**src/hdl/lru_pr_pkg.sv**
```systemverilog
`timescale 1ns / 1ps
`default_nettype none

package lru_pr_pkg;

	localparam int FRAMES    = 16;
	localparam int PAGE_BITS = 16;
	localparam int IDX_W     = (FRAMES > 1) ? $clog2(FRAMES) : 1;
	localparam int CNT_W     = $clog2(FRAMES + 1);
	localparam int RANK_W    = IDX_W;
	localparam int CFG_W     = 5;
	localparam int FAULT_W   = 32;
	localparam logic [CFG_W-1:0] CFG_RESET = CFG_W'(16);

	typedef enum logic [2:0] {
		ST_IDLE,
		ST_LOOKUP,
		ST_CHOOSE,
		ST_SCAN,
		ST_COMMIT
	} state_t;

	typedef struct packed {
		logic load;
		logic lookup;
		logic scan_start;
		logic scan_step;
		logic commit;
	} ctrl_cmd_t;

	typedef struct packed {
		logic resolved;
		logic scan_done;
	} ctrl_sts_t;

endpackage

`default_nettype wire

```
**src/hdl/lru_pr_ctrl.sv**
```systemverilog
`timescale 1ns / 1ps
`default_nettype none

module lru_pr_ctrl import lru_pr_pkg::*; (
	input  wire logic      clk,
	input  wire logic      arst_n,
	input  wire logic      in_valid,
	output logic           in_stall,
	output logic           out_valid,
	input  wire logic      out_stall,
	output logic           cfg_ready,
	input  wire ctrl_sts_t sts,
	output ctrl_cmd_t      cmd
);

	state_t state_q, state_nxt;
	logic   out_valid_q;
	logic   out_free;

	assign out_free  = !out_valid_q || !out_stall;
	assign out_valid = out_valid_q;

	always_comb begin
		state_nxt = state_q;
		case (state_q)
			ST_IDLE:   if (in_valid) state_nxt = ST_LOOKUP;
			ST_LOOKUP: state_nxt = ST_CHOOSE;
			ST_CHOOSE: state_nxt = sts.resolved ? ST_COMMIT : ST_SCAN;
			ST_SCAN:   if (sts.scan_done) state_nxt = ST_COMMIT;
			ST_COMMIT: if (out_free) state_nxt = ST_IDLE;
			default:   state_nxt = ST_IDLE;
		endcase
	end

	always_comb begin
		cmd       = '0;
		in_stall  = 1'b1;
		cfg_ready = 1'b0;
		case (state_q)
			ST_IDLE: begin
				in_stall  = 1'b0;
				cfg_ready = 1'b1;
				cmd.load  = in_valid;
			end
			ST_LOOKUP: cmd.lookup = 1'b1;
			ST_CHOOSE: cmd.scan_start = !sts.resolved;
			ST_SCAN:   cmd.scan_step = !sts.scan_done;
			ST_COMMIT: cmd.commit = out_free;
			default: begin
				cmd = '0;
			end
		endcase
	end

	always_ff @(posedge clk or negedge arst_n) begin
		if (!arst_n) begin
			state_q     <= ST_IDLE;
			out_valid_q <= 1'b0;
		end else begin
			state_q     <= state_nxt;
			out_valid_q <= cmd.commit || (out_valid_q && out_stall);
		end
	end

`ifndef NO_ASSERTIONS
	a_commit_shows: assert property (@(posedge clk) disable iff (!arst_n)
		cmd.commit |=> out_valid_q)
		else $error("result not presented after commit");

	a_no_overwrite: assert property (@(posedge clk) disable iff (!arst_n)
		cmd.commit |-> !(out_valid_q && out_stall))
		else $error("commit over a stalled result");

	a_result_held: assert property (@(posedge clk) disable iff (!arst_n)
		out_valid_q && out_stall |=> out_valid_q)
		else $error("stalled result dropped");
`endif

endmodule

`default_nettype wire

```
**src/hdl/lru_pr_dp.sv**
```systemverilog
`timescale 1ns / 1ps
`default_nettype none

module lru_pr_dp import lru_pr_pkg::*; (
	input  wire logic                 clk,
	input  wire logic                 arst_n,
	input  wire ctrl_cmd_t            cmd,
	output ctrl_sts_t                 sts,
	input  wire logic                 cfg_we,
	input  wire logic [CFG_W-1:0]     cfg_data,
	input  wire logic [15:0]          page_number,
	output logic                      hit,
	output logic [IDX_W-1:0]          frame_index,
	output logic                      evicted_valid,
	output logic [15:0]               evicted_page,
	output logic [FAULT_W-1:0]        fault_total
);

	logic [CFG_W-1:0]     fiu_q;
	logic [FRAMES-1:0]    valid_q;
	logic [PAGE_BITS-1:0] page_q [FRAMES];
	logic [RANK_W-1:0]    rank_q [FRAMES];
	logic [FAULT_W-1:0]   fault_q;

	logic [PAGE_BITS-1:0] cur_q;
	logic                 lk_hit_q, lk_free_q;
	logic [IDX_W-1:0]     hit_idx_q, free_idx_q;
	logic [CNT_W-1:0]     k_q;
	logic [IDX_W-1:0]     best_q;

	logic [CNT_W-1:0]     n_act;
	logic [FRAMES-1:0]    active;
	logic                 lk_hit, lk_free;
	logic [IDX_W-1:0]     hit_idx, free_idx;
	logic [IDX_W-1:0]     sel;
	logic                 miss, evict;
	logic                 was_valid;
	logic [RANK_W-1:0]    old_rank;
	logic [FAULT_W-1:0]   fault_nxt;
	logic [IDX_W-1:0]     k_idx;

	always_comb begin
		if (fiu_q == '0)
			n_act = CNT_W'(1);
		else if (CNT_W'(fiu_q) > CNT_W'(FRAMES))
			n_act = CNT_W'(FRAMES);
		else
			n_act = CNT_W'(fiu_q);
		for (int k = 0; k < FRAMES; k++)
			active[k] = CNT_W'(k) < n_act;
	end

	always_comb begin
		lk_hit   = 1'b0;
		lk_free  = 1'b0;
		hit_idx  = '0;
		free_idx = '0;
		for (int k = FRAMES - 1; k >= 0; k--) begin
			if (active[k] && valid_q[k] && page_q[k] == cur_q) begin
				lk_hit  = 1'b1;
				hit_idx = IDX_W'(k);
			end
			if (active[k] && !valid_q[k]) begin
				lk_free  = 1'b1;
				free_idx = IDX_W'(k);
			end
		end
	end

	assign k_idx         = k_q[IDX_W-1:0];
	assign sts.resolved  = lk_hit_q || lk_free_q;
	assign sts.scan_done = k_q >= n_act;

	assign miss      = !lk_hit_q;
	assign evict     = !lk_hit_q && !lk_free_q;
	assign sel       = lk_hit_q ? hit_idx_q : (lk_free_q ? free_idx_q : best_q);
	assign was_valid = valid_q[sel];
	assign old_rank  = rank_q[sel];
	assign fault_nxt = (miss && fault_q != '1) ? fault_q + FAULT_W'(1) : fault_q;

	always_ff @(posedge clk or negedge arst_n) begin
		if (!arst_n) begin
			fiu_q   <= CFG_RESET;
			valid_q <= '0;
			fault_q <= '0;
		end else begin
			if (cfg_we)
				fiu_q <= cfg_data;
			if (cmd.commit) begin
				valid_q[sel] <= 1'b1;
				fault_q      <= fault_nxt;
			end
		end
	end

	always_ff @(posedge clk) begin
		if (cmd.load)
			cur_q <= page_number[PAGE_BITS-1:0];
		if (cmd.lookup) begin
			lk_hit_q   <= lk_hit;
			lk_free_q  <= lk_free;
			hit_idx_q  <= hit_idx;
			free_idx_q <= free_idx;
		end
		if (cmd.scan_start) begin
			best_q <= '0;
			k_q    <= CNT_W'(1);
		end else if (cmd.scan_step) begin
			if (rank_q[k_idx] > rank_q[best_q])
				best_q <= k_idx;
			k_q <= k_q + CNT_W'(1);
		end
		if (cmd.commit) begin
			for (int k = 0; k < FRAMES; k++) begin
				if (IDX_W'(k) != sel && valid_q[k] && (!was_valid || rank_q[k] < old_rank))
					rank_q[k] <= rank_q[k] + RANK_W'(1);
			end
			rank_q[sel] <= '0;
			if (miss)
				page_q[sel] <= cur_q;
			hit           <= lk_hit_q;
			frame_index   <= sel;
			evicted_valid <= evict;
			evicted_page  <= evict ? 16'(page_q[sel]) : 16'd0;
			fault_total   <= fault_nxt;
		end
	end

`ifndef NO_ASSERTIONS
	a_scan_needs_full: assert property (@(posedge clk) disable iff (!arst_n)
		cmd.scan_step |-> !lk_hit_q && !lk_free_q)
		else $error("victim scan with a hit or free frame");

	a_touch_mru: assert property (@(posedge clk) disable iff (!arst_n)
		cmd.commit |=> valid_q[frame_index] && rank_q[frame_index] == '0)
		else $error("used frame not most recent");

	a_victim_valid: assert property (@(posedge clk) disable iff (!arst_n)
		cmd.commit && evict |-> valid_q[best_q] && active[best_q])
		else $error("victim not a resident active frame");

	a_fault_counted: assert property (@(posedge clk) disable iff (!arst_n)
		cmd.commit && miss |=> fault_q != '0)
		else $error("fault not counted");
`endif

endmodule

`default_nettype wire

```
**src/hdl/lru_page_replacement.sv**
```systemverilog
`timescale 1ns / 1ps
`default_nettype none

// LRU page replacement over 16 frames. Each transaction on the input takes one
// page reference and yields one result: hit, frame used, evicted page and the
// saturating fault total. A reference passes the lookup, choose and commit states
// on a hit or on a fill of a free frame; when a resident page must be evicted, a
// victim scan between choose and commit compares one frame's rank per cycle over
// the frames in use (clamped to 1..16). A finished result sits in the output
// register, so the next reference is taken while it waits; that reference holds
// in its final cycle until the waiting result is taken. frames_in_use is written
// only while no reference is in flight.

module lru_page_replacement import lru_pr_pkg::*; (
	input  wire logic              clk,
	input  wire logic              arst_n,
	input  wire logic              in_valid,
	output logic                   in_stall,
	input  wire logic [15:0]       page_number,
	output logic                   out_valid,
	input  wire logic              out_stall,
	output logic                   hit,
	output logic [IDX_W-1:0]       frame_index,
	output logic                   evicted_valid,
	output logic [15:0]            evicted_page,
	output logic [FAULT_W-1:0]     fault_total,
	input  wire logic              cfg_valid,
	output logic                   cfg_ready,
	input  wire logic [CFG_W-1:0]  frames_in_use
);

	ctrl_cmd_t cmd;
	ctrl_sts_t sts;

	lru_pr_ctrl u_ctrl (
		.clk       (clk),
		.arst_n    (arst_n),
		.in_valid  (in_valid),
		.in_stall  (in_stall),
		.out_valid (out_valid),
		.out_stall (out_stall),
		.cfg_ready (cfg_ready),
		.sts       (sts),
		.cmd       (cmd)
	);

	lru_pr_dp u_dp (
		.clk           (clk),
		.arst_n        (arst_n),
		.cmd           (cmd),
		.sts           (sts),
		.cfg_we        (cfg_valid && cfg_ready),
		.cfg_data      (frames_in_use),
		.page_number   (page_number),
		.hit           (hit),
		.frame_index   (frame_index),
		.evicted_valid (evicted_valid),
		.evicted_page  (evicted_page),
		.fault_total   (fault_total)
	);

endmodule

`default_nettype wire

```
**config.mk**
```make
export PLATFORM = sky130hd
export DESIGN_NAME = lru_page_replacement
export DESIGN_NICKNAME = d
export VERILOG_FILES = /design/src/hdl/lru_pr_pkg.sv /design/src/hdl/lru_pr_ctrl.sv /design/src/hdl/lru_pr_dp.sv /design/src/hdl/lru_page_replacement.sv
export SDC_FILE = /design/constraint.sdc
export NUM_CORES = 1
export LEC_CHECK = 0
export BUFFER_PORTS_ARGS = -buffer_cell sky130_fd_sc_hd__buf_2
export CORE_ASPECT_RATIO = 0.9
export CORE_MARGIN = 10
export CORE_UTILIZATION = 56
export DETAILED_ROUTE_END_ITERATION = 12
export MAX_ROUTING_LAYER = met4
export PLACE_DENSITY = 0.73
export SLEW_MARGIN = 40
export SYNTH_ARGS = -nofsm -noshare
export SYNTH_HDL_FRONTEND = slang
export SYNTH_HIERARCHICAL = 1
export SYNTH_SLANG_ARGS = --single-unit
```
**constraint.sdc**
```tcl
create_clock -name clk -period 8 [get_ports clk]
set_clock_uncertainty 0.2 [all_clocks]
set_input_delay 1.6 -clock clk [delete_from_list [all_inputs] [get_ports clk]]
set_output_delay 1.6 -clock clk [all_outputs]
set_load 0.01 [all_outputs]
```
==> flow_metrics.env <==
export IMPL_postSynthRegisterBits=474
export IMPL_wl_per_cell_um=24.3
export IMPL_drive_above_1_share=0.189
export IMPL_synthMuxAreaShare=0.124
export IMPL_start_util=0.569
export IMPL_async_reset_ff_frac=0.120
export IMPL_num_rows=73
export IMPL_core_area_sq_um=44500
export IMPL_status="completed"
export IMPL_clkLatencyLatePin_ns=0.61
export IMPL_dpl_cell_count=2626
export IMPL_power_total_uw=8780
export IMPL_hold_buffers=0
export IMPL_cts_tree="yes"
export IMPL_yosysTopAreaCell="edfxtp_1"
export IMPL_cts_resized=0
export IMPL_syn_inst=1998
export IMPL_internal_power_uw=5550
export IMPL_seq_power_share=0.388
export IMPL_yosys_area_top_type_share=0.398
export IMPL_grt_total_usage=0.249
export IMPL_cts_setup_buffers=0
export IMPL_crit_top_cell="a21oi_2"
export IMPL_fmax_ghz=0.207
export IMPL_yosysSeqAreaShare=0.519
export IMPL_synth_edf_count=336
export IMPL_cts_max_level=2
export IMPL_required_ns=8.26
export IMPL_via_count=17200
export IMPL_detailed_place_hpwl_um=45900
export IMPL_place_gp_congestion=0.955
export IMPL_grt_pass1_wl_um=102000
export IMPL_slew_limit_headroom=0.419
export IMPL_ys_warnings_count=6
export IMPL_crit_chain="buf_8 > mux2i_4 > buf_4 > mux4_2 > nand2_1 > nand2_1 > a21oi_2 > buf_4 > ha_1 > or2_2 > a21oi_1 > a21oi_2 > a21oi_2 > o21ai_4 > o211ai_1 > o31ai_1"
export IMPL_cts_buffers=49
export IMPL_critical_path_max_fanout=31
export IMPL_drc_errors=0
export IMPL_wirelength_um=66000
export IMPL_synth_avg_cell_area_sq_um=12.7
export IMPL_synth_simple_area_share=0.108
export IMPL_initialDrtViolationCount=1994
export IMPL_start_kind="register"
export IMPL_synth_cell_types=69
export IMPL_die_h_um=222
export IMPL_p_leak_uw=0.00986
export IMPL_syn_area_sq_um=25300
export IMPL_final_util=0.630
export IMPL_crit_start="u_dp/lk_hit_q"
export IMPL_finalSetupViolations=0
export IMPL_cp_depth=16
export IMPL_num_antenna_cells=0
export IMPL_worstRegToRegCells=16
export IMPL_r2r_start="u_dp/lk_hit_q"
export IMPL_ff2ff_setup_slack_ns=3.16
export IMPL_cts_root_buf="clkbuf_16"
export IMPL_synthFlopType="edfxtp_1"
export IMPL_fin_cells=2721
export IMPL_overflow=0
export IMPL_criticalPathCategory="register to register"
export IMPL_power_switching_uw=3230
export IMPL_fill_cells=3375
export IMPL_layout_setup_ws_ns=3.16
export IMPL_worst_path_buf_inv=3
export IMPL_grt_pass1_vias=16900
export IMPL_tightest_slew_ns=0.872
export IMPL_synth_compound_area_frac=0.0726
export IMPL_numClockSinks=474
export IMPL_regToRegEndpoint="u_dp/rank_q[15][2]"
export IMPL_ios=83
export IMPL_synth_fa_ha_area_frac=0.0371
export IMPL_clk_transition_reported_paths_ns=0.06
export IMPL_ant_nets=0
export IMPL_antenna_found_initial=0
export IMPL_place_ws_ns=2.64
export IMPL_grt_max_degree=76
export IMPL_crit_end="u_dp/rank_q[15][2]"
export IMPL_ir_drop_mv=0.252
export IMPL_slowest_delay_ns=0.66
export IMPL_clock_power_share=0.256
export IMPL_cts_buffer_depth=3
export IMPL_synth_area_leaders="edfxtp_1, mux4_2, xnor2_1, dfxtp_1, dfrtp_1"
export IMPL_power_density_nw_per_um2=313
export IMPL_rsz0062_at_grt="false"
export IMPL_die_area_sq_um=54100
export IMPL_holdCritPathClass="register to register"
export IMPL_area_delta_synth_final_pct=10.7
export IMPL_cp_slowest_cell="edfxtp_1"
export IMPL_synth_xor_area_frac=0.111
export IMPL_crit_path_end_kind="register"
export IMPL_synthTopCellsByCount="edfxtp_1, xnor2_1, nand2_1"
export IMPL_drtPass1Iterations=5
export IMPL_period_minus_slack_ns=4.84
export IMPL_pwr_share_comb=0.356
export IMPL_detail_route_vias_per_cell=6.33
export IMPL_hp_start="u_dp/fault_q[31]"
export IMPL_final_hold_viol_count=0
export IMPL_io_buffers=82
export IMPL_cap_viol_max_count=0
export IMPL_maxSlewViolCount=0
export IMPL_synth_top_family_by_area="multiplexers"
export IMPL_arrival_ns=5.10
export IMPL_min_period_over_period=0.605
export IMPL_synth_fp_nets=2099
export IMPL_sw_frac_of_total=0.368
export IMPL_critical_path_top_delay_family="compound AO/OA/AOI/OAI gates"
export IMPL_tns_ns=0
export IMPL_fp_dieW_um=244
export IMPL_layout_nets=2182
export IMPL_yosysMostFrequentCell="edfxtp_1"
[power groups by stage]
stage	logic, uW	registers (uW)	clock network (uW)
final	3120	3410	2250
after detailed placement	3030	3440	0
after floorplan	2380	3250	0
after global placement	2950	3420	0
after CTS	3050	3390	2280
after global routing	3370	3440	2390
[per-stage QoR]
step / cell area, sq um / hold slack [ns]
floorplan: 25300 / 0.274
global placement: 26400 / 0.293
global route: 28000 / 0.334
CTS: 28000 / 0.310
detailed placement: 26400 / 0.294
finish: 28000 / 0.315
[worst min-delay path by stage]
stage                  endpoint  slack [ns]  cells after the start
6_report       u_dp/fault_q[31]        0.32                      1
5_1_grt        u_dp/fault_q[31]        0.33                      1
4_1_cts        u_dp/fault_q[31]        0.31                      1
3_5_place_dp   u_dp/fault_q[31]        0.29                      1
3_3_place_gp   u_dp/fault_q[31]        0.29                      1
2_1_floorplan  u_dp/fault_q[31]        0.27                      1
[final cells by class]
class | count | area [sq um] | share of cell area
sequential | 474 | 13100 | 0.469
multi-input combinational | 1369 | 11500 | 0.410
clock buffer | 65 | 1330 | 0.0475
timing repair buffer | 135 | 862 | 0.0307
tap | 600 | 751 | 0.0268
clock inverter | 26 | 250 | 0.00892
inverter | 52 | 198 | 0.00705
[cell families (layout without fill, tap and decap cells)]
kind of cell,Yosys count,count (layout)
AOI/OAI and AO/OA,264,264
xor gates and xnor gates,322,322
adders and majority gates,75,75
buffers and inverters,155,278
DFF,474,474
muxes,155,155
and+or+nand+nor,553,553
[sequential cells by signal (all words and copies together) (netlist names), 5 cells and up, named ones only]
signal / count
u_dp/page_q: 256
u_dp/fiu_q: 5
u_dp/cur_q: 16
u_dp/rank_q: 64
u_dp/k_q: 5
u_dp/valid_q: 16
u_dp/evicted_page: 16
u_dp/fault_q: 32
u_dp/fault_total: 32
[per-layer routing]
layer	vias up	wire length [um]	part of all wire	GRT usage
met5	-	0	0	-
met4	0	2140	0.032	0.0802
met3	140	6300	0.095	0.0482
met2	899	30400	0.46	0.372
met1	8511	27200	0.41	0.340
li1	7681	-	-	-
[worst reg2reg max path, delay by kind of cell (launching register included)]
kind | cells | cell delay (ns)
compound gates | 7 | 1.27
simple gates | 3 | 0.46
buf+inv | 3 | 1.04
flops | 1 | 0.66
fa+ha+maj | 1 | 0.26
mux | 2 | 0.82
[cell usage in the layout, fill, tap and decap left out, drive strengths merged, types with 73 or more instances in the layout]
| master | count |
|---|---|
| ha | 75 |
| xor2 | 108 |
| buf | 135 |
| xnor2 | 214 |
| o21ai | 82 |
| mux4 | 122 |
| a21oi | 74 |
| nor2 | 73 |
| dfxtp | 81 |
| nand2 | 158 |
| edfxtp | 336 |
| nand3 | 98 |
Power figures use the tool's default switching activity.
